`src/rtl/core/kfs_pkg.sv`:
```
// Shared types, operation codes, operand codes and the step program of the Kalman step block.
package kfs_pkg;

    localparam int Q_W = 32;
    localparam int KFS_FRAC_BITS = 16;
    localparam logic signed [Q_W-1:0] KFS_NOISE_B_ONE = 32'sd0;
    localparam logic signed [Q_W-1:0] KFS_NOISE_B_TWO = 32'sd0;
    localparam logic signed [Q_W-1:0] KFS_CTRL_B_ONE = 32'sd0;
    localparam logic signed [Q_W-1:0] KFS_CTRL_B_TWO = 32'sd0;

    localparam logic signed [Q_W-1:0] Q_MAX = 32'sh7FFF_FFFF;
    localparam logic signed [Q_W-1:0] Q_MIN = 32'sh8000_0000;

    // Configuration register indexes.
    localparam logic [2:0] CFG_A11 = 3'd0;
    localparam logic [2:0] CFG_A12 = 3'd1;
    localparam logic [2:0] CFG_A21 = 3'd2;
    localparam logic [2:0] CFG_A22 = 3'd3;
    localparam logic [2:0] CFG_C1 = 3'd4;
    localparam logic [2:0] CFG_C2 = 3'd5;
    localparam logic [2:0] CFG_PV = 3'd6;
    localparam logic [2:0] CFG_MV = 3'd7;

    // Operations of the shared units.
    localparam logic [2:0] OP_MUL = 3'd0;
    localparam logic [2:0] OP_ADD = 3'd1;
    localparam logic [2:0] OP_SUB = 3'd2;
    localparam logic [2:0] OP_DIV = 3'd3;
    localparam logic [2:0] OP_END = 3'd4;

    // Operand codes. Codes with the top bit set live in the scratch memory.
    localparam logic [5:0] R_A11 = 6'd0;
    localparam logic [5:0] R_A12 = 6'd1;
    localparam logic [5:0] R_A21 = 6'd2;
    localparam logic [5:0] R_A22 = 6'd3;
    localparam logic [5:0] R_C1 = 6'd4;
    localparam logic [5:0] R_C2 = 6'd5;
    localparam logic [5:0] R_PV = 6'd6;
    localparam logic [5:0] R_MV = 6'd7;
    localparam logic [5:0] R_E1 = 6'd8;
    localparam logic [5:0] R_E2 = 6'd9;
    localparam logic [5:0] R_P11 = 6'd10;
    localparam logic [5:0] R_P12 = 6'd11;
    localparam logic [5:0] R_P21 = 6'd12;
    localparam logic [5:0] R_P22 = 6'd13;
    localparam logic [5:0] R_Y = 6'd14;
    localparam logic [5:0] R_U = 6'd15;
    localparam logic [5:0] R_BN1 = 6'd16;
    localparam logic [5:0] R_BN2 = 6'd17;
    localparam logic [5:0] R_BU1 = 6'd18;
    localparam logic [5:0] R_BU2 = 6'd19;
    localparam logic [5:0] R_G1 = 6'd20;
    localparam logic [5:0] R_G2 = 6'd21;
    localparam logic [5:0] T_A = 6'd32;
    localparam logic [5:0] T_B = 6'd33;
    localparam logic [5:0] T_XM1 = 6'd34;
    localparam logic [5:0] T_XM2 = 6'd35;
    localparam logic [5:0] T_T11 = 6'd36;
    localparam logic [5:0] T_T12 = 6'd37;
    localparam logic [5:0] T_T21 = 6'd38;
    localparam logic [5:0] T_T22 = 6'd39;
    localparam logic [5:0] T_M11 = 6'd40;
    localparam logic [5:0] T_M12 = 6'd41;
    localparam logic [5:0] T_M21 = 6'd42;
    localparam logic [5:0] T_M22 = 6'd43;
    localparam logic [5:0] T_V1 = 6'd44;
    localparam logic [5:0] T_V2 = 6'd45;
    localparam logic [5:0] T_DEN = 6'd46;
    localparam logic [5:0] T_INN = 6'd47;
    localparam logic [5:0] T_K11 = 6'd48;
    localparam logic [5:0] T_K12 = 6'd49;
    localparam logic [5:0] T_K21 = 6'd50;
    localparam logic [5:0] T_K22 = 6'd51;

    localparam int PC_W = 7;
    localparam logic [PC_W-1:0] PROG_LEN = 7'd86;

    typedef struct packed {
        logic [2:0] op;
        logic [5:0] dst;
        logic [5:0] a;
        logic [5:0] b;
    } uop_t;

    typedef struct packed {
        logic start;
        logic busy;
        logic done;
        logic clip;
    } div_ctl_t;

    function automatic uop_t mk(input logic [2:0] op, input logic [5:0] dst,
                                input logic [5:0] a, input logic [5:0] b);
        uop_t u;
        u.op = op;
        u.dst = dst;
        u.a = a;
        u.b = b;
        return u;
    endfunction

    // One Kalman step as a sequence of two-operand operations.
    function automatic uop_t prog_rom(input logic [PC_W-1:0] pc);
        uop_t u;
        unique case (pc)
            7'd0: u = mk(OP_MUL, T_A, R_A11, R_E1);
            7'd1: u = mk(OP_MUL, T_B, R_A12, R_E2);
            7'd2: u = mk(OP_ADD, T_A, T_A, T_B);
            7'd3: u = mk(OP_MUL, T_B, R_BU1, R_U);
            7'd4: u = mk(OP_ADD, T_XM1, T_A, T_B);
            7'd5: u = mk(OP_MUL, T_A, R_A21, R_E1);
            7'd6: u = mk(OP_MUL, T_B, R_A22, R_E2);
            7'd7: u = mk(OP_ADD, T_A, T_A, T_B);
            7'd8: u = mk(OP_MUL, T_B, R_BU2, R_U);
            7'd9: u = mk(OP_ADD, T_XM2, T_A, T_B);
            7'd10: u = mk(OP_MUL, T_A, R_A11, R_P11);
            7'd11: u = mk(OP_MUL, T_B, R_A12, R_P21);
            7'd12: u = mk(OP_ADD, T_T11, T_A, T_B);
            7'd13: u = mk(OP_MUL, T_A, R_A11, R_P12);
            7'd14: u = mk(OP_MUL, T_B, R_A12, R_P22);
            7'd15: u = mk(OP_ADD, T_T12, T_A, T_B);
            7'd16: u = mk(OP_MUL, T_A, R_A21, R_P11);
            7'd17: u = mk(OP_MUL, T_B, R_A22, R_P21);
            7'd18: u = mk(OP_ADD, T_T21, T_A, T_B);
            7'd19: u = mk(OP_MUL, T_A, R_A21, R_P12);
            7'd20: u = mk(OP_MUL, T_B, R_A22, R_P22);
            7'd21: u = mk(OP_ADD, T_T22, T_A, T_B);
            7'd22: u = mk(OP_MUL, T_A, T_T11, R_A11);
            7'd23: u = mk(OP_MUL, T_B, T_T12, R_A12);
            7'd24: u = mk(OP_ADD, T_A, T_A, T_B);
            7'd25: u = mk(OP_MUL, T_B, R_BN1, R_BN1);
            7'd26: u = mk(OP_MUL, T_B, R_PV, T_B);
            7'd27: u = mk(OP_ADD, T_M11, T_A, T_B);
            7'd28: u = mk(OP_MUL, T_A, T_T11, R_A21);
            7'd29: u = mk(OP_MUL, T_B, T_T12, R_A22);
            7'd30: u = mk(OP_ADD, T_A, T_A, T_B);
            7'd31: u = mk(OP_MUL, T_B, R_BN1, R_BN2);
            7'd32: u = mk(OP_MUL, T_B, R_PV, T_B);
            7'd33: u = mk(OP_ADD, T_M12, T_A, T_B);
            7'd34: u = mk(OP_MUL, T_A, T_T21, R_A11);
            7'd35: u = mk(OP_MUL, T_B, T_T22, R_A12);
            7'd36: u = mk(OP_ADD, T_A, T_A, T_B);
            7'd37: u = mk(OP_MUL, T_B, R_BN2, R_BN1);
            7'd38: u = mk(OP_MUL, T_B, R_PV, T_B);
            7'd39: u = mk(OP_ADD, T_M21, T_A, T_B);
            7'd40: u = mk(OP_MUL, T_A, T_T21, R_A21);
            7'd41: u = mk(OP_MUL, T_B, T_T22, R_A22);
            7'd42: u = mk(OP_ADD, T_A, T_A, T_B);
            7'd43: u = mk(OP_MUL, T_B, R_BN2, R_BN2);
            7'd44: u = mk(OP_MUL, T_B, R_PV, T_B);
            7'd45: u = mk(OP_ADD, T_M22, T_A, T_B);
            7'd46: u = mk(OP_MUL, T_A, T_M11, R_C1);
            7'd47: u = mk(OP_MUL, T_B, T_M12, R_C2);
            7'd48: u = mk(OP_ADD, T_V1, T_A, T_B);
            7'd49: u = mk(OP_MUL, T_A, T_M21, R_C1);
            7'd50: u = mk(OP_MUL, T_B, T_M22, R_C2);
            7'd51: u = mk(OP_ADD, T_V2, T_A, T_B);
            7'd52: u = mk(OP_MUL, T_A, R_C1, T_V1);
            7'd53: u = mk(OP_MUL, T_B, R_C2, T_V2);
            7'd54: u = mk(OP_ADD, T_A, T_A, T_B);
            7'd55: u = mk(OP_ADD, T_DEN, T_A, R_MV);
            7'd56: u = mk(OP_DIV, R_G1, T_V1, T_DEN);
            7'd57: u = mk(OP_DIV, R_G2, T_V2, T_DEN);
            7'd58: u = mk(OP_MUL, T_A, R_C1, T_XM1);
            7'd59: u = mk(OP_MUL, T_B, R_C2, T_XM2);
            7'd60: u = mk(OP_ADD, T_A, T_A, T_B);
            7'd61: u = mk(OP_SUB, T_INN, R_Y, T_A);
            7'd62: u = mk(OP_MUL, T_A, R_G1, T_INN);
            7'd63: u = mk(OP_ADD, R_E1, T_XM1, T_A);
            7'd64: u = mk(OP_MUL, T_A, R_G2, T_INN);
            7'd65: u = mk(OP_ADD, R_E2, T_XM2, T_A);
            7'd66: u = mk(OP_MUL, T_K11, R_G1, R_C1);
            7'd67: u = mk(OP_MUL, T_K12, R_G1, R_C2);
            7'd68: u = mk(OP_MUL, T_K21, R_G2, R_C1);
            7'd69: u = mk(OP_MUL, T_K22, R_G2, R_C2);
            7'd70: u = mk(OP_MUL, T_A, T_K11, T_M11);
            7'd71: u = mk(OP_MUL, T_B, T_K12, T_M21);
            7'd72: u = mk(OP_ADD, T_A, T_A, T_B);
            7'd73: u = mk(OP_SUB, R_P11, T_M11, T_A);
            7'd74: u = mk(OP_MUL, T_A, T_K11, T_M12);
            7'd75: u = mk(OP_MUL, T_B, T_K12, T_M22);
            7'd76: u = mk(OP_ADD, T_A, T_A, T_B);
            7'd77: u = mk(OP_SUB, R_P12, T_M12, T_A);
            7'd78: u = mk(OP_MUL, T_A, T_K21, T_M11);
            7'd79: u = mk(OP_MUL, T_B, T_K22, T_M21);
            7'd80: u = mk(OP_ADD, T_A, T_A, T_B);
            7'd81: u = mk(OP_SUB, R_P21, T_M21, T_A);
            7'd82: u = mk(OP_MUL, T_A, T_K21, T_M12);
            7'd83: u = mk(OP_MUL, T_B, T_K22, T_M22);
            7'd84: u = mk(OP_ADD, T_A, T_A, T_B);
            7'd85: u = mk(OP_SUB, R_P22, T_M22, T_A);
            default: u = mk(OP_END, T_A, T_A, T_A);
        endcase
        return u;
    endfunction

endpackage

```
`src/rtl/core/kfs_mul.sv`:
```
// Shared fixed-point multiplier with registered product, rounding and saturation.
module kfs_mul
    import kfs_pkg::*;
#(
    parameter int FRAC_BITS = KFS_FRAC_BITS
)
(
    input  logic                  clk,
    input  logic                  en,
    input  logic signed [Q_W-1:0] a,
    input  logic signed [Q_W-1:0] b,
    output logic signed [Q_W-1:0] res,
    output logic                  clip
);

    logic signed [2*Q_W-1:0] prod_reg;
    logic signed [2*Q_W:0]   rnd;
    logic signed [2*Q_W:0]   shf;
    logic [2*Q_W-Q_W+1:0]    hi;

    always_ff @(posedge clk)
    begin
        if (en)
        begin
            prod_reg <= a * b;
        end
    end

    // Round half up, then floor shift and clip to the word range.
    always_comb
    begin
        rnd = {prod_reg[2*Q_W-1], prod_reg} + ((2*Q_W+1)'(1) <<< (FRAC_BITS - 1));
        shf = rnd >>> FRAC_BITS;
        hi = shf[2*Q_W:Q_W-1];
        if ((&hi) || !(|hi))
        begin
            res = shf[Q_W-1:0];
            clip = 1'b0;
        end
        else
        begin
            res = shf[2*Q_W] ? Q_MIN : Q_MAX;
            clip = 1'b1;
        end
    end

endmodule

```
`config.mk`:
```
export PLATFORM = sky130hd
export DESIGN_NAME = kfs_mul
export DESIGN_NICKNAME = d
export VERILOG_FILES = /design/src/rtl/core/kfs_pkg.sv /design/src/rtl/core/kfs_mul.sv
export SDC_FILE = /design/constraint.sdc
export NUM_CORES = 2
export LEC_CHECK = 0
export ABC_AREA = 1
export BUFFER_PORTS_ARGS = -buffer_cell sky130_fd_sc_hd__buf_2
export CAP_MARGIN = 20
export CORE_ASPECT_RATIO = 1.25
export CORE_MARGIN = 5
export CORE_UTILIZATION = 50
export CTS_CLUSTER_SIZE = 20
export DETAILED_ROUTE_END_ITERATION = 10
export PLACE_DENSITY = 0.73
export SYNTH_ARGS = -nofsm -noshare
export SYNTH_HDL_FRONTEND = slang
export SYNTH_SLANG_ARGS = --single-unit
export TNS_END_PERCENT = 20
```
`constraint.sdc`:
```
create_clock -name clk -period 22.6 [get_ports clk]
set_input_delay 4.52 -clock clk [delete_from_list [all_inputs] [get_ports clk]]
set_output_delay 4.52 -clock clk [all_outputs]
set_load 0.02 [all_outputs]
```
==> summary.md <==
| Metric | Value |
|---|---|
| Design area | `0.0423 mm²` |
| Area contributors post-synth | `fa_1, inv_1, nand2_1, ha_1, edfxtp_1` |
| Tcrit/Tclk final | `55.3%` |
| Die Span Y | `330 µm` |
| CTS root buf | `clkbuf_16` |
| Port Buf Inserts | `98` |
| Setup crit end kind | `flop` |
| Placed Area | `0.0422 mm²` |
| Syn Inst Count | `5174` |
| Total setup buffers inserted after CTS | `0` |
| Initial antenna violation count | `3` |
| Distinct cells, synth | `37` |
| Slew margin rel. | `29.9%` |
| Slew Limit Fails | `0` |
| Worst-Margin Slew | `1050 ps` |
| Fill cells | `7795` |
| Worst hold slack | `4890 ps` |
| XOR/XNOR Fraction of Synth Area | `1.78%` |
| GRT Util Overall | `27.7%` |
| Period minus WS final | `12490 ps` |
| Unrepaired setup endpoints after global routing | `no` |
| Area occupied by multi-input gates | `0.0326 mm²` |
| Diodes inserted | `0` |
| Register area | `0.00147 mm²` |
| Critical path required time | `22650 ps` |
| WS Path Type | `primary input to flop` |
| Most area-hungry cell type in the Yosys netlist | `fa_1` |
| Clock-pin slew on the worst setup and hold paths | `70 ps` |
| Chip width | `266 µm` |
| Final hold violation count | `0` |
| Max FFs per register | `49` |
| First-pass detailed-route iteration total | `6` |
| Final number of setup-violating endpoints | `0` |
| Largest family of logic cells by synthesized area | `adder cells` |
| Nets@finish | `6435` |
| RePlAce Congestion | `1.02` |
| Num rows | `117` |
| Fraction of layout instances using a drive strength above 1 | `3.00%` |
| Main synth FF type | `edfxtp_1` |
| Die area | `0.0877 mm²` |
| Multiplexer area fraction after synthesis | `0%` |
| Net Count, Synth | `6502` |
| Synth Area in Compound Gates | `2.64%` |
| Io pins | `99` |
| Via count | `32300` |
| Ys Warns | `0` |
| Top-count cell post-synth | `inv_1` |
| Post-synthesis register bit count | `49` |
| Asr flop ratio synth | `0%` |
| Worst hold endpoint | `prod_reg[24]` |
| Detailed Place HPWL | `97.6 mm` |
| Total CTS buffers | `5` |
| Status | `finished, final reports clean` |
| CTS H-tree depth | `2` |
| CTS tree | `yes` |
| Worst hold path class | `primary input to flop` |
| Sink Count | `49` |
| Total gr overflow | `0` |
| Area growth syn-to-layout | `3.46%` |
| EDFF count, synth | `49` |
| Setup tns final | `0 ps` |
| Share of the synthesized area in the top cell type | `52.9%` |
| Hold-critical path depth | `2` |
| FMAX | `80.1 MHz` |
| Largest net degree at the start of global routing | `50` |
| Buffer depth of the longest clock path | `2` |
| Iteration-0 DRC Markers | `2485` |
| Number of global-route vias before repair | `36300` |
| Max Cap Viol | `0` |
| Mapped Avg Cell Area | `7.91 µm²` |
| Register area share after synthesis | `3.59%` |
| Crit-path max FO | `32` |
| Startpoint types | `primary input` |
| Synth Area in Adders | `58.4%` |
| Vias/cell | `5.23` |
| Top cell types by occurrence after synthesis | `inv_1, nand2_1, fa_1` |
| Total wire length | `117 mm` |
| Routed Antenna Nets | `0` |
| Initial Utilization | `50.3%` |
| Post-DR wirelength/cell | `19.0 µm` |
| Hold Path Origin | `en` |
| First-pass GRT wire length | `192 mm` |
| CORE AREA | `0.0814 mm²` |
| Cts repair resizes | `0` |
| Simple-gate portion of the synthesized area | `16.8%` |
| Residual DRC count | `0` |
| Critical path arrival | `12540 ps` |
| Netlist Area Pre-Place | `0.0409 mm²` |
| Hold Buf Count CTS | `0` |
per-layer routing:
layer | GRT usage (%) | share of wire, % | wire, µm
met1 | 31.9 | 35 | 40600
met2 | 51.4 | 53 | 62000
met3 | 2.56 | 5.9 | 6980
met4 | 14.3 | 6.6 | 7730
met5 | 0 | 0.033 | 39
worst max-delay path by stage:
stage / endpoint / cells after the start / slack (ps) / from
after floorplan: prod_reg[62] / 26 / 11180 / a[31]
after global placement: prod_reg[45] / 21 / 9960 / a[31]
after CTS: prod_reg[62] / 27 / 10120 / a[31]
final: prod_reg[62] / 27 / 10110 / a[31]
after detailed placement: prod_reg[62] / 27 / 9800 / a[31]
after global routing: prod_reg[62] / 27 / 9600 / a[31]
critical path, cell delays in order:
cell and delay (ps):
buf_2 550, nand2_1 250, inv_1 140, fa_1 400
inv_1 270, fa_1 470, inv_1 230, fa_1 490
fa_1 870, inv_1 380, fa_1 580, inv_1 60
fa_1 530, inv_1 50, fa_1 470, inv_1 50
fa_1 450, ha_1 450, nand2_1 180, nor2_1 140
inv_1 90, nor3_1 250, inv_1 130, nor3_1 240
nand3_1 140, nand2_1 100, xor2_1 60
cells in the final DEF (no fill, tap or decap), drive strengths merged, types with 5 or more instances in the layout:
cell type and n:
inv 1619, nand2 1399, fa 1081, nor2 264, ha 181, buf 124
a21oi 82, o21ai 60, nand3 54, xor2 49, edfxtp 49, xnor2 34
nand4 29, a21o 14, nor3 12, a31oi 9, or2 7, o21bai 7
a21boi 6, clkbuf 5
kinds of logic (layout without fill, tap and decap cells):
family	count (synthesis)	count (layout)
xor gates and xnor gates	83	83
AOI/OAI and AO/OA	192	192
adders and majority gates	1262	1262
DFF	49	49
and+or+nand+nor	1771	1771
buffers and inverters	1817	1751
area by class of cell:
cell class | instances | share of cell area, %
multi-input combinational | 3308 | 77.0
inverter | 1619 | 14.4
sequential | 49 | 3.47
tap | 1071 | 3.16
timing repair buffer | 124 | 1.62
clock buffer | 5 | 0.295
clock inverter | 3 | 0.0975
metrics by stage:
| step | setup slack, ps | cells | util, % |
|---|---|---|---|
| floorplan | 11180 | 5174 | - |
| global placement | 9960 | 6171 | 51.8 |
| detailed placement | 9800 | 6171 | 51.8 |
| CTS | 10120 | 6179 | 52.0 |
| finish | 10110 | 6179 | 52.0 |
| global route | 9600 | 6179 | 52.0 |
Power is left out: the tool's default activity adds up to more than one toggle a clock period on the data nets, which glitch-free logic cannot reach.
