===== config.mk =====
export PLATFORM = sky130hd
export DESIGN_NAME = kfs_div
export DESIGN_NICKNAME = d
export VERILOG_FILES = /design/src/rtl/core/kfs_pkg.sv /design/src/rtl/core/kfs_div.sv
export SDC_FILE = /design/constraint.sdc
export NUM_CORES = 1
export LEC_CHECK = 0
export BUFFER_PORTS_ARGS = -buffer_cell sky130_fd_sc_hd__buf_2
export CORE_MARGIN = 3
export CORE_UTILIZATION = 54
export CTS_CLUSTER_DIAMETER = 100
export CTS_CLUSTER_SIZE = 20
export DETAILED_ROUTE_END_ITERATION = 8
export PLACE_DENSITY = 0.74
export SETUP_SLACK_MARGIN = 0.4
export SLEW_MARGIN = 20
export SYNTH_ARGS = -nofsm -noshare
export SYNTH_HDL_FRONTEND = slang
export SYNTH_SLANG_ARGS = --single-unit

===== constraint.sdc =====
create_clock -name clk -period 2.9 [get_ports clk]
set_input_delay 0.58 -clock clk [delete_from_list [all_inputs] [get_ports clk]]
set_output_delay 0.58 -clock clk [all_outputs]
set_load 0.01 [all_outputs]

===== src/rtl/core/kfs_pkg.sv =====
// Shared types, operation codes, operand codes and the step program of the Kalman step block.
package kfs_pkg;

    localparam int Q_W = 32;
    localparam int KFS_FRAC_BITS = 16;
    localparam logic signed [Q_W-1:0] KFS_NOISE_B_ONE = 32'sd0;
    localparam logic signed [Q_W-1:0] KFS_NOISE_B_TWO = 32'sd0;
    localparam logic signed [Q_W-1:0] KFS_CTRL_B_ONE = 32'sd0;
    localparam logic signed [Q_W-1:0] KFS_CTRL_B_TWO = 32'sd0;

    localparam logic signed [Q_W-1:0] Q_MAX = 32'sh7FFF_FFFF;
    localparam logic signed [Q_W-1:0] Q_MIN = 32'sh8000_0000;

    // Configuration register indexes.
    localparam logic [2:0] CFG_A11 = 3'd0;
    localparam logic [2:0] CFG_A12 = 3'd1;
    localparam logic [2:0] CFG_A21 = 3'd2;
    localparam logic [2:0] CFG_A22 = 3'd3;
    localparam logic [2:0] CFG_C1 = 3'd4;
    localparam logic [2:0] CFG_C2 = 3'd5;
    localparam logic [2:0] CFG_PV = 3'd6;
    localparam logic [2:0] CFG_MV = 3'd7;

    // Operations of the shared units.
    localparam logic [2:0] OP_MUL = 3'd0;
    localparam logic [2:0] OP_ADD = 3'd1;
    localparam logic [2:0] OP_SUB = 3'd2;
    localparam logic [2:0] OP_DIV = 3'd3;
    localparam logic [2:0] OP_END = 3'd4;

    // Operand codes. Codes with the top bit set live in the scratch memory.
    localparam logic [5:0] R_A11 = 6'd0;
    localparam logic [5:0] R_A12 = 6'd1;
    localparam logic [5:0] R_A21 = 6'd2;
    localparam logic [5:0] R_A22 = 6'd3;
    localparam logic [5:0] R_C1 = 6'd4;
    localparam logic [5:0] R_C2 = 6'd5;
    localparam logic [5:0] R_PV = 6'd6;
    localparam logic [5:0] R_MV = 6'd7;
    localparam logic [5:0] R_E1 = 6'd8;
    localparam logic [5:0] R_E2 = 6'd9;
    localparam logic [5:0] R_P11 = 6'd10;
    localparam logic [5:0] R_P12 = 6'd11;
    localparam logic [5:0] R_P21 = 6'd12;
    localparam logic [5:0] R_P22 = 6'd13;
    localparam logic [5:0] R_Y = 6'd14;
    localparam logic [5:0] R_U = 6'd15;
    localparam logic [5:0] R_BN1 = 6'd16;
    localparam logic [5:0] R_BN2 = 6'd17;
    localparam logic [5:0] R_BU1 = 6'd18;
    localparam logic [5:0] R_BU2 = 6'd19;
    localparam logic [5:0] R_G1 = 6'd20;
    localparam logic [5:0] R_G2 = 6'd21;
    localparam logic [5:0] T_A = 6'd32;
    localparam logic [5:0] T_B = 6'd33;
    localparam logic [5:0] T_XM1 = 6'd34;
    localparam logic [5:0] T_XM2 = 6'd35;
    localparam logic [5:0] T_T11 = 6'd36;
    localparam logic [5:0] T_T12 = 6'd37;
    localparam logic [5:0] T_T21 = 6'd38;
    localparam logic [5:0] T_T22 = 6'd39;
    localparam logic [5:0] T_M11 = 6'd40;
    localparam logic [5:0] T_M12 = 6'd41;
    localparam logic [5:0] T_M21 = 6'd42;
    localparam logic [5:0] T_M22 = 6'd43;
    localparam logic [5:0] T_V1 = 6'd44;
    localparam logic [5:0] T_V2 = 6'd45;
    localparam logic [5:0] T_DEN = 6'd46;
    localparam logic [5:0] T_INN = 6'd47;
    localparam logic [5:0] T_K11 = 6'd48;
    localparam logic [5:0] T_K12 = 6'd49;
    localparam logic [5:0] T_K21 = 6'd50;
    localparam logic [5:0] T_K22 = 6'd51;

    localparam int PC_W = 7;
    localparam logic [PC_W-1:0] PROG_LEN = 7'd86;

    typedef struct packed {
        logic [2:0] op;
        logic [5:0] dst;
        logic [5:0] a;
        logic [5:0] b;
    } uop_t;

    typedef struct packed {
        logic start;
        logic busy;
        logic done;
        logic clip;
    } div_ctl_t;

    function automatic uop_t mk(input logic [2:0] op, input logic [5:0] dst,
                                input logic [5:0] a, input logic [5:0] b);
        uop_t u;
        u.op = op;
        u.dst = dst;
        u.a = a;
        u.b = b;
        return u;
    endfunction

    // One Kalman step as a sequence of two-operand operations.
    function automatic uop_t prog_rom(input logic [PC_W-1:0] pc);
        uop_t u;
        unique case (pc)
            7'd0: u = mk(OP_MUL, T_A, R_A11, R_E1);
            7'd1: u = mk(OP_MUL, T_B, R_A12, R_E2);
            7'd2: u = mk(OP_ADD, T_A, T_A, T_B);
            7'd3: u = mk(OP_MUL, T_B, R_BU1, R_U);
            7'd4: u = mk(OP_ADD, T_XM1, T_A, T_B);
            7'd5: u = mk(OP_MUL, T_A, R_A21, R_E1);
            7'd6: u = mk(OP_MUL, T_B, R_A22, R_E2);
            7'd7: u = mk(OP_ADD, T_A, T_A, T_B);
            7'd8: u = mk(OP_MUL, T_B, R_BU2, R_U);
            7'd9: u = mk(OP_ADD, T_XM2, T_A, T_B);
            7'd10: u = mk(OP_MUL, T_A, R_A11, R_P11);
            7'd11: u = mk(OP_MUL, T_B, R_A12, R_P21);
            7'd12: u = mk(OP_ADD, T_T11, T_A, T_B);
            7'd13: u = mk(OP_MUL, T_A, R_A11, R_P12);
            7'd14: u = mk(OP_MUL, T_B, R_A12, R_P22);
            7'd15: u = mk(OP_ADD, T_T12, T_A, T_B);
            7'd16: u = mk(OP_MUL, T_A, R_A21, R_P11);
            7'd17: u = mk(OP_MUL, T_B, R_A22, R_P21);
            7'd18: u = mk(OP_ADD, T_T21, T_A, T_B);
            7'd19: u = mk(OP_MUL, T_A, R_A21, R_P12);
            7'd20: u = mk(OP_MUL, T_B, R_A22, R_P22);
            7'd21: u = mk(OP_ADD, T_T22, T_A, T_B);
            7'd22: u = mk(OP_MUL, T_A, T_T11, R_A11);
            7'd23: u = mk(OP_MUL, T_B, T_T12, R_A12);
            7'd24: u = mk(OP_ADD, T_A, T_A, T_B);
            7'd25: u = mk(OP_MUL, T_B, R_BN1, R_BN1);
            7'd26: u = mk(OP_MUL, T_B, R_PV, T_B);
            7'd27: u = mk(OP_ADD, T_M11, T_A, T_B);
            7'd28: u = mk(OP_MUL, T_A, T_T11, R_A21);
            7'd29: u = mk(OP_MUL, T_B, T_T12, R_A22);
            7'd30: u = mk(OP_ADD, T_A, T_A, T_B);
            7'd31: u = mk(OP_MUL, T_B, R_BN1, R_BN2);
            7'd32: u = mk(OP_MUL, T_B, R_PV, T_B);
            7'd33: u = mk(OP_ADD, T_M12, T_A, T_B);
            7'd34: u = mk(OP_MUL, T_A, T_T21, R_A11);
            7'd35: u = mk(OP_MUL, T_B, T_T22, R_A12);
            7'd36: u = mk(OP_ADD, T_A, T_A, T_B);
            7'd37: u = mk(OP_MUL, T_B, R_BN2, R_BN1);
            7'd38: u = mk(OP_MUL, T_B, R_PV, T_B);
            7'd39: u = mk(OP_ADD, T_M21, T_A, T_B);
            7'd40: u = mk(OP_MUL, T_A, T_T21, R_A21);
            7'd41: u = mk(OP_MUL, T_B, T_T22, R_A22);
            7'd42: u = mk(OP_ADD, T_A, T_A, T_B);
            7'd43: u = mk(OP_MUL, T_B, R_BN2, R_BN2);
            7'd44: u = mk(OP_MUL, T_B, R_PV, T_B);
            7'd45: u = mk(OP_ADD, T_M22, T_A, T_B);
            7'd46: u = mk(OP_MUL, T_A, T_M11, R_C1);
            7'd47: u = mk(OP_MUL, T_B, T_M12, R_C2);
            7'd48: u = mk(OP_ADD, T_V1, T_A, T_B);
            7'd49: u = mk(OP_MUL, T_A, T_M21, R_C1);
            7'd50: u = mk(OP_MUL, T_B, T_M22, R_C2);
            7'd51: u = mk(OP_ADD, T_V2, T_A, T_B);
            7'd52: u = mk(OP_MUL, T_A, R_C1, T_V1);
            7'd53: u = mk(OP_MUL, T_B, R_C2, T_V2);
            7'd54: u = mk(OP_ADD, T_A, T_A, T_B);
            7'd55: u = mk(OP_ADD, T_DEN, T_A, R_MV);
            7'd56: u = mk(OP_DIV, R_G1, T_V1, T_DEN);
            7'd57: u = mk(OP_DIV, R_G2, T_V2, T_DEN);
            7'd58: u = mk(OP_MUL, T_A, R_C1, T_XM1);
            7'd59: u = mk(OP_MUL, T_B, R_C2, T_XM2);
            7'd60: u = mk(OP_ADD, T_A, T_A, T_B);
            7'd61: u = mk(OP_SUB, T_INN, R_Y, T_A);
            7'd62: u = mk(OP_MUL, T_A, R_G1, T_INN);
            7'd63: u = mk(OP_ADD, R_E1, T_XM1, T_A);
            7'd64: u = mk(OP_MUL, T_A, R_G2, T_INN);
            7'd65: u = mk(OP_ADD, R_E2, T_XM2, T_A);
            7'd66: u = mk(OP_MUL, T_K11, R_G1, R_C1);
            7'd67: u = mk(OP_MUL, T_K12, R_G1, R_C2);
            7'd68: u = mk(OP_MUL, T_K21, R_G2, R_C1);
            7'd69: u = mk(OP_MUL, T_K22, R_G2, R_C2);
            7'd70: u = mk(OP_MUL, T_A, T_K11, T_M11);
            7'd71: u = mk(OP_MUL, T_B, T_K12, T_M21);
            7'd72: u = mk(OP_ADD, T_A, T_A, T_B);
            7'd73: u = mk(OP_SUB, R_P11, T_M11, T_A);
            7'd74: u = mk(OP_MUL, T_A, T_K11, T_M12);
            7'd75: u = mk(OP_MUL, T_B, T_K12, T_M22);
            7'd76: u = mk(OP_ADD, T_A, T_A, T_B);
            7'd77: u = mk(OP_SUB, R_P12, T_M12, T_A);
            7'd78: u = mk(OP_MUL, T_A, T_K21, T_M11);
            7'd79: u = mk(OP_MUL, T_B, T_K22, T_M21);
            7'd80: u = mk(OP_ADD, T_A, T_A, T_B);
            7'd81: u = mk(OP_SUB, R_P21, T_M21, T_A);
            7'd82: u = mk(OP_MUL, T_A, T_K21, T_M12);
            7'd83: u = mk(OP_MUL, T_B, T_K22, T_M22);
            7'd84: u = mk(OP_ADD, T_A, T_A, T_B);
            7'd85: u = mk(OP_SUB, R_P22, T_M22, T_A);
            default: u = mk(OP_END, T_A, T_A, T_A);
        endcase
        return u;
    endfunction

endpackage


===== src/rtl/core/kfs_div.sv =====
// Radix-2 restoring divider for the fixed-point gain quotient, one bit per cycle.
module kfs_div
    import kfs_pkg::*;
#(
    parameter int FRAC_BITS = KFS_FRAC_BITS
)
(
    input  logic                  clk,
    input  logic                  rst_n,
    input  logic                  start,
    input  logic signed [Q_W-1:0] num,
    input  logic signed [Q_W-1:0] den,
    output logic                  busy,
    output logic                  done,
    output logic signed [Q_W-1:0] q,
    output logic                  clip
);

    localparam int DVD_W = 2 * Q_W;
    localparam int CNT_W = $clog2(DVD_W + 1);

    logic             busy_reg;
    logic             fin_reg;
    logic             done_reg;
    logic [CNT_W-1:0] cnt_reg;
    logic [DVD_W-1:0] dvd_reg;
    logic [Q_W-1:0]   rem_reg;
    logic [Q_W-1:0]   dvs_reg;
    logic             neg_reg;
    logic [Q_W-1:0]   q_reg;
    logic             clip_reg;
    logic [Q_W-1:0]   nmag;
    logic [Q_W-1:0]   dmag;
    logic [Q_W:0]     rem_t;
    logic             ge;

    assign nmag = num[Q_W-1] ? (~num + 1'b1) : num;
    assign dmag = den[Q_W-1] ? (~den + 1'b1) : den;
    assign rem_t = {rem_reg, dvd_reg[DVD_W-1]};
    assign ge = rem_t >= {1'b0, dvs_reg};

    always_ff @(posedge clk or negedge rst_n)
    begin
        if (!rst_n)
        begin
            busy_reg <= 1'b0;
            fin_reg <= 1'b0;
            done_reg <= 1'b0;
            cnt_reg <= '0;
        end
        else
        begin
            done_reg <= 1'b0;
            if (start)
            begin
                if (den == '0)
                begin
                    done_reg <= 1'b1;
                end
                else
                begin
                    busy_reg <= 1'b1;
                    cnt_reg <= CNT_W'(DVD_W);
                end
            end
            else if (fin_reg)
            begin
                fin_reg <= 1'b0;
                busy_reg <= 1'b0;
                done_reg <= 1'b1;
            end
            else if (busy_reg)
            begin
                cnt_reg <= cnt_reg - 1'b1;
                if (cnt_reg == CNT_W'(1))
                begin
                    fin_reg <= 1'b1;
                end
            end
        end
    end

    always_ff @(posedge clk)
    begin
        if (start)
        begin
            dvd_reg <= DVD_W'(nmag) << FRAC_BITS;
            dvs_reg <= dmag;
            rem_reg <= '0;
            neg_reg <= num[Q_W-1] ^ den[Q_W-1];
            if (den == '0)
            begin
                clip_reg <= (num != '0);
                q_reg <= (num == '0) ? '0 : (num[Q_W-1] ? Q_MIN : Q_MAX);
            end
        end
        else if (fin_reg)
        begin
            if (neg_reg)
            begin
                clip_reg <= dvd_reg > DVD_W'($unsigned(Q_MIN));
                q_reg <= (dvd_reg > DVD_W'($unsigned(Q_MIN))) ? Q_MIN
                                                               : (~dvd_reg[Q_W-1:0] + 1'b1);
            end
            else
            begin
                clip_reg <= dvd_reg > DVD_W'(Q_MAX);
                q_reg <= (dvd_reg > DVD_W'(Q_MAX)) ? Q_MAX : dvd_reg[Q_W-1:0];
            end
        end
        else if (busy_reg)
        begin
            rem_reg <= ge ? Q_W'(rem_t - {1'b0, dvs_reg}) : rem_t[Q_W-1:0];
            dvd_reg <= {dvd_reg[DVD_W-2:0], ge};
        end
    end

    assign busy = busy_reg;
    assign done = done_reg;
    assign q = q_reg;
    assign clip = clip_reg;

endmodule

==> metrics, run 1 <==
worst setup path endpoint q[9]; Core Util, Final 74.2%; Crit-path slowest cell or4_4; Final min period 3.28 ns; worst-path fanout max 34; CP startpoint kind input pin; Setup crit end kind register; Cells after Synth 1121; Worst R2R Path Depth 14; WS Path Type in -> reg; Setup Skew 0.0148 ns; asr flop ratio synth 5.81%; Req. time, crit path 3.01 ns; reg2reg start dvs_reg[0]; # setup viols final 56; Setup crit start den[2]; initial antenna violation count 0; r2r setup slk -0.05 ns; top_reg_cell synth edfxtp_1; worst skew pair latency 0.43 ns; Vias 9864; largest net degree at the start of global routing 82; synth unique cells 67; n_diodes 0; Ys Warns 0; pre-CTS WS -0.700 ns; # port buffers 101; post-route ant nets 0; WL per Instance 18.2 µm; storage element area 4480 µm²; H-Tree Depth 4; CORE AREA 18800 µm²; CTS tree built; critical path's most frequent cell or4_4; CP Data Arrival Time 3.40 ns; Die Ht 145 µm; GRT Overall Usage 25.3%; R2R Path End rem_reg[20]; Post-Route WL 29400 µm; Leakage Power 5.65 nW; sequential share of the synthesized area 42.8%; CP delay by family, top simple AND/OR/NAND/NOR gates; Buf/Inv on CP 2; worst hold start den[27]; starting density of the core 55.5%; number of cells on the critical path 9; Hold WC Path Type in -> reg; DRC Markers 0; setup tns final -14.78 ns; RSZ-0062 raised after global routing true; FILL cells 1230; max reg flops 64; Syn Nets 1226; DP HPWL 18400 µm; Die Width 145 µm; worst hold slack 0.464 ns; Clock Tree Buf Depth 2; slack of the critical path -0.384 ns; Avg Inst Size Synth 9.32 µm²; Area Overhead vs Synth 33.7%; maximum VDD drop 0.407 mV; Rows 50; failing checks setup timing; EDFF count, synth 98; Via density 6.12; Mapped Area 10400 µm²; Iteration-0 DRC Markers 761; CTS Buf Count 17; clk sink count 172; max-slew violations 0; GRT overflow 0; outcome finished with violations; IO Pins 102; fin nets 1444; vias in the first global route 9188; root cell of the clock tree clkbuf_16; final worst-path cycle share 113%; Power Total 0.00669 W; crit path cell chain buf_6 -> nor4_4 -> nand4_1 -> or4_4 -> or4_4 -> or4_4 -> or3_4 -> mux2i_4 -> buf_12; DR pass1 iterations 5; Max-Cap Viols 0; Pwr Density 479 nW/µm²; relative max-transition margin 50.9%; Yosys reg bits 172; fmax 305 MHz; slowest stage delay, CP 0.45 ns; layout cell share with drive strength beyond 1 32.2%; Die Area 21100 µm²; Reg clk slew, reported paths 0.07 ns; worst-margin pin slew 0.736 ns; first-pass GRT wire length 44900 µm; final hold viol count 0; gpl congestion 0.917; footprint of the multi-input gates 6320 µm²
[cells by family (layout without fill, tap and decap cells)]
logic type,Yosys count,after routing,synth area share [%]
AND/OR/NAND/NOR,348,348,17.1
AO/OA/AOI/OAI,335,335,21.7
multiplexers,17,17,1.65
flip-flops,172,172,42.8
adder cells (fa/ha/maj),38,38,4.62
buffers and inverters,119,350,4.30
XOR/XNOR,92,92,7.71
[layer usage]
metal / global-route usage (%) / vias up / routed length, µm
met4: 8.88 / 0 / 668
met5: 0 / - / 0
met2: 43.3 / 419 / 14600
li1: - / 4642 / -
met1: 33.3 / 4730 / 12600
met3: 3.25 / 73 / 1520
[power breakdown]
part           switching [W]  internal, W  leakage [nW]
Clock                0.00107      0.00120         0.294
Combinational       0.000796     0.000572          3.74
Sequential          0.000196      0.00286          1.62
Total                0.00206      0.00463          5.65
[metrics by stage]
stage                     instances  instance area [µm²]
after floorplan                1121                10700
after global placement         1520                12100
after detailed placement       1520                12100
after CTS                      1599                13500
after global routing           1612                14000
final                          1612                14000
[synthesized netlist by cell type, types with 15 or more instances]
cell / n / area, µm²
nand2_1: 112 / 420
edfxtp_1: 98 / 2940
nand4_1: 21 / 131
a21oi_1: 53 / 265
nand3_1: 42 / 210
clkbuf_1: 59 / 221
nor4_1: 20 / 125
nor2_1: 46 / 173
ha_1: 37 / 463
dfxtp_1: 64 / 1280
xor2_1: 20 / 175
o31ai_1: 18 / 135
inv_1: 57 / 214
xnor2_1: 72 / 631
o21ai_0: 94 / 470
o311ai_0: 18 / 158
mux2i_1: 15 / 150
or3_1: 16 / 100
nor3_1: 24 / 120
a22o_1: 56 / 490
[worst reg2reg max path, stage by stage (launching register included)]
cell and delay (ns):
edfxtp_1 0.45, ha_2 0.24, buf_6 0.12, nor2b_4 0.09, o2111a_1 0.19, and4bb_2 0.24
o21ai_2 0.14, a311oi_2 0.14, o21ai_2 0.25, a31oi_4 0.15, buf_6 0.17, buf_6 0.12
buf_6 0.12, buf_16 0.14, o311ai_2 0.29
[layout make-up]
type	instances	share of cell area, %
inverters	57	1.53
flip-flops and latches	172	32.0
multi-input cells	830	45.2
clock inverters	14	1.05
clock buffers	18	3.22
well taps	260	2.33
repair buffers	261	14.6
[cell usage in the layout, fill, tap and decap left out, drive strengths merged, types with 10 or more instances in the layout]
cell,count
nand4,21
o31ai,18
o21ai,96
inv,65
a21o,13
xnor2,72
ha,37
xor2,20
mux2i,15
o311ai,18
nand3,42
dfxtp,64
a21oi,53
nand2,112
nor2b,12
o22ai,12
nor3,24
or3,17
buf,260
nor4,22
edfxtp,98
nand2b,10
or4,10
dfrtp,10
a22o,56
clkbuf,18
nor2,46
[worst min path at each step]
stage / endpoint / slack (ns) / cells past startpoint
after CTS: dvs_reg[0] / 0.44 / 2
final: dvs_reg[27] / 0.46 / 2
after global routing: dvs_reg[27] / 0.46 / 2
after detailed placement: cnt_reg[0] / 0.45 / 1
after floorplan: busy / 0.28 / 0
after global placement: cnt_reg[0] / 0.45 / 1
[timing repair]
item / CTS / global route
pin swaps: 32 / 24
setup buffers: 43 / 13
cloned: 3 / 0
setup endpoints to repair: 111 / 119
endpoints found under the hold margin: 10 / 0
gates resized for setup: 89 / 76
hold buffers: 1 / 0
Power figures use the tool's default switching activity.
==> run 2: changes to the inputs <==
==> constraint.sdc (replaced) <==
create_clock -name clk -period 2.8 [get_ports clk]
set_input_delay 0.56 -clock clk [delete_from_list [all_inputs] [get_ports clk]]
set_output_delay 0.56 -clock clk [all_outputs]
set_load 0.01 [all_outputs]
==> metrics, run 2 (same netlist as run 1, synthesis figures left out) <==
outcome finished with violations (unchanged); failing checks setup timing (unchanged); Area Overhead vs Synth 35.1% (was 33.7%); starting density of the core 55.5% (unchanged); DRC Markers 0 (unchanged); Sw Share 30.2% (was 30.8%); root cell of the clock tree clkbuf_16 (unchanged); worst hold start den[0] (was den[27]); Rows 50 (unchanged); CP Data Arrival Time 3.23 ns (was 3.40 ns); Setup crit end kind register (unchanged); Iteration-0 DRC Markers 897 (was 761); worst-margin pin slew 0.667 ns (was 0.736 ns); setup tns final -10.96 ns (was -14.78 ns); Vias 9832 (was 9864); WHS Path Cells 2 (unchanged); DP HPWL 18900 µm (was 18400 µm); Leakage Power 5.71 nW (was 5.65 nW); Comb power frac 22.0% (was 20.5%); clk sink count 172 (unchanged); dpl cell area 12300 µm² (was 12100 µm²); IO Pins 102 (unchanged); worst hold slack 0.433 ns (was 0.464 ns); Reg clk slew, reported paths 0.06 ns (was 0.07 ns); Internal 0.00496 W (was 0.00463 W); slack of the critical path -0.300 ns (was -0.384 ns); CORE AREA 18800 µm² (unchanged); Die Area 21100 µm² (unchanged); Req. time, crit path 2.93 ns (was 3.01 ns); maximum VDD drop 0.435 mV (was 0.407 mV); # port buffers 101 (unchanged); hold endpoint dvs_reg[0] (was dvs_reg[27]); CP startpoint kind input pin (unchanged); Seq pwr share 44.7% (was 45.6%); gpl congestion 0.928 (was 0.917); Hold WC Path Type in -> reg (unchanged); n_diodes 0 (unchanged); Die Width 145 µm (unchanged); most frequent cells in the layout buf_4 (120), nand2_1 (104), edfxtp_1 (98) (was nand2_1 (107), buf_4 (107), edfxtp_1 (98), buf_2 (98), xnor2_1 (71)); fin nets 1447 (was 1444); Die Ht 145 µm (unchanged); reg2reg start dvs_reg[1] (was dvs_reg[0]); R2R Path End rem_reg[31] (was rem_reg[20]); initial antenna violation count 0 (unchanged); CTS Buf Count 17 (unchanged); # setup viols final 52 (was 56); vias in the first global route 9289 (was 9188); first-pass GRT wire length 45900 µm (was 44900 µm); largest net degree at the start of global routing 62 (was 82); Psw 0.00215 W (was 0.00206 W); max-slew violations 0 (unchanged); RSZ-0062 raised after global routing true (unchanged); fmax 323 MHz; leading cell type in the layout, fill and taps excluded buf_4; WS Path Type in -> reg (unchanged); worst-path fanout max 34 (unchanged); CTS tree built (unchanged); Worst R2R Path Depth 13 (was 14); Final min period 3.10 ns; Post-Route WL 29200 µm (was 29400 µm); post-route ant nets 0 (unchanged); final worst-path cycle share 111%; Max-Cap Viols 0 (unchanged); H-Tree Depth 4 (unchanged); WL per Instance 18.1 µm (was 18.2 µm); final hold viol count 0 (unchanged); Setup Skew 0.0110 ns (was 0.0148 ns); GRT overflow 0 (unchanged); Clk network pwr share 33.3% (was 33.9%); Pwr Density 503 nW/µm² (was 479 nW/µm²); FILL cells 1226 (was 1230); pre-CTS WS -0.780 ns (was -0.700 ns); layout cell share with drive strength beyond 1 33.5% (was 32.2%); GRT Overall Usage 26.2% (was 25.3%); max reg flops 64 (unchanged); worst skew pair latency 0.44 ns (was 0.43 ns); r2r setup slk -0.05 ns (about the same); Clock Tree Buf Depth 2 (unchanged); Via density 6.09 (was 6.12); DR pass1 iterations 5 (unchanged); Finished Cell Area 14100 µm² (was 14000 µm²); relative max-transition margin 55.5% (was 50.9%); Setup crit start den[2] (unchanged)
run 2: cell count changes in the layout (fill, tap and decap cells not counted), sizes merged:
cell | previous run | this run
clkinv | 6 | 5
inv | 65 | 63
buf | 260 | 263
clkinvlp | 0 | 1
bufinv | 0 | 2
run 2: power groups by stage:
stage / Sequential (W) / Combinational (W) / Clock (W)
after detailed placement: 0.00319 / 0.00134 / 0
final: 0.00318 / 0.00156 / 0.00237
after global routing: 0.00320 / 0.00170 / 0.00250
after global placement: 0.00318 / 0.00131 / 0
after floorplan: 0.00314 / 0.000864 / 0
after CTS: 0.00315 / 0.00144 / 0.00238
run 2: worst max-delay path, stage by stage:
cell and delay [ns]:
buf_8 0.10, nor4_4 0.27, nand4_1 0.13, or4_4 0.45
or4_4 0.44, or4_4 0.44, or3_4 0.40, mux2i_4 0.18
buf_12 0.22
run 2: what timing repair did:
item | CTS | global route
setup buffers | 27 | 12
gates resized for setup | 112 | 64
gates cloned | 2 | 0
hold endpoints to repair | 10 | 0
pin swaps | 56 | 39
endpoints found under the setup margin | 113 | 118
hold buffers | 1 | 0
run 2: per-stage QoR:
step / util (%) / cells / total power, W
after floorplan: - / 1121 / 0.00401
after global placement: 65.3 / 1541 / 0.00449
after detailed placement: 65.3 / 1541 / 0.00453
after CTS: 72.5 / 1603 / 0.00698
after global routing: 75.0 / 1615 / 0.00739
final: 75.0 / 1615 / 0.00711
run 2: cell type report:
cell class	instances	area, µm²	area share, %
Clock buffer	18	429	3.04
Tap cell	260	325	2.30
Timing Repair Buffer	264	2040	14.5
Multi-Input combinational cell	830	6480	45.9
Sequential cell	172	4480	31.7
Clock inverter	14	159	1.13
Inverter	57	214	1.52
run 2: routing by layer:
layer / global-route usage [%] / part of all wire (%) / vias to the layer above / wire (µm)
li1: - / - / 4656 / -
met1: 36.5 / 44 / 4719 / 12900
met2: 42.2 / 48 / 402 / 14100
met3: 3.97 / 5.8 / 55 / 1690
met4: 8.64 / 1.9 / 0 / 559
met5: 0 / 0 / - / 0
run 2: worst max path at each step:
| stage | to | slack (ns) |
|---|---|---|
| 2_1_floorplan | clip | -1.02 |
| 3_3_place_gp | q[9] | -0.75 |
| 3_5_place_dp | q[10] | -0.78 |
| 4_1_cts | q[10] | -0.30 |
| 5_1_grt | q[10] | -0.42 |
| 6_report | q[7] | -0.30 |
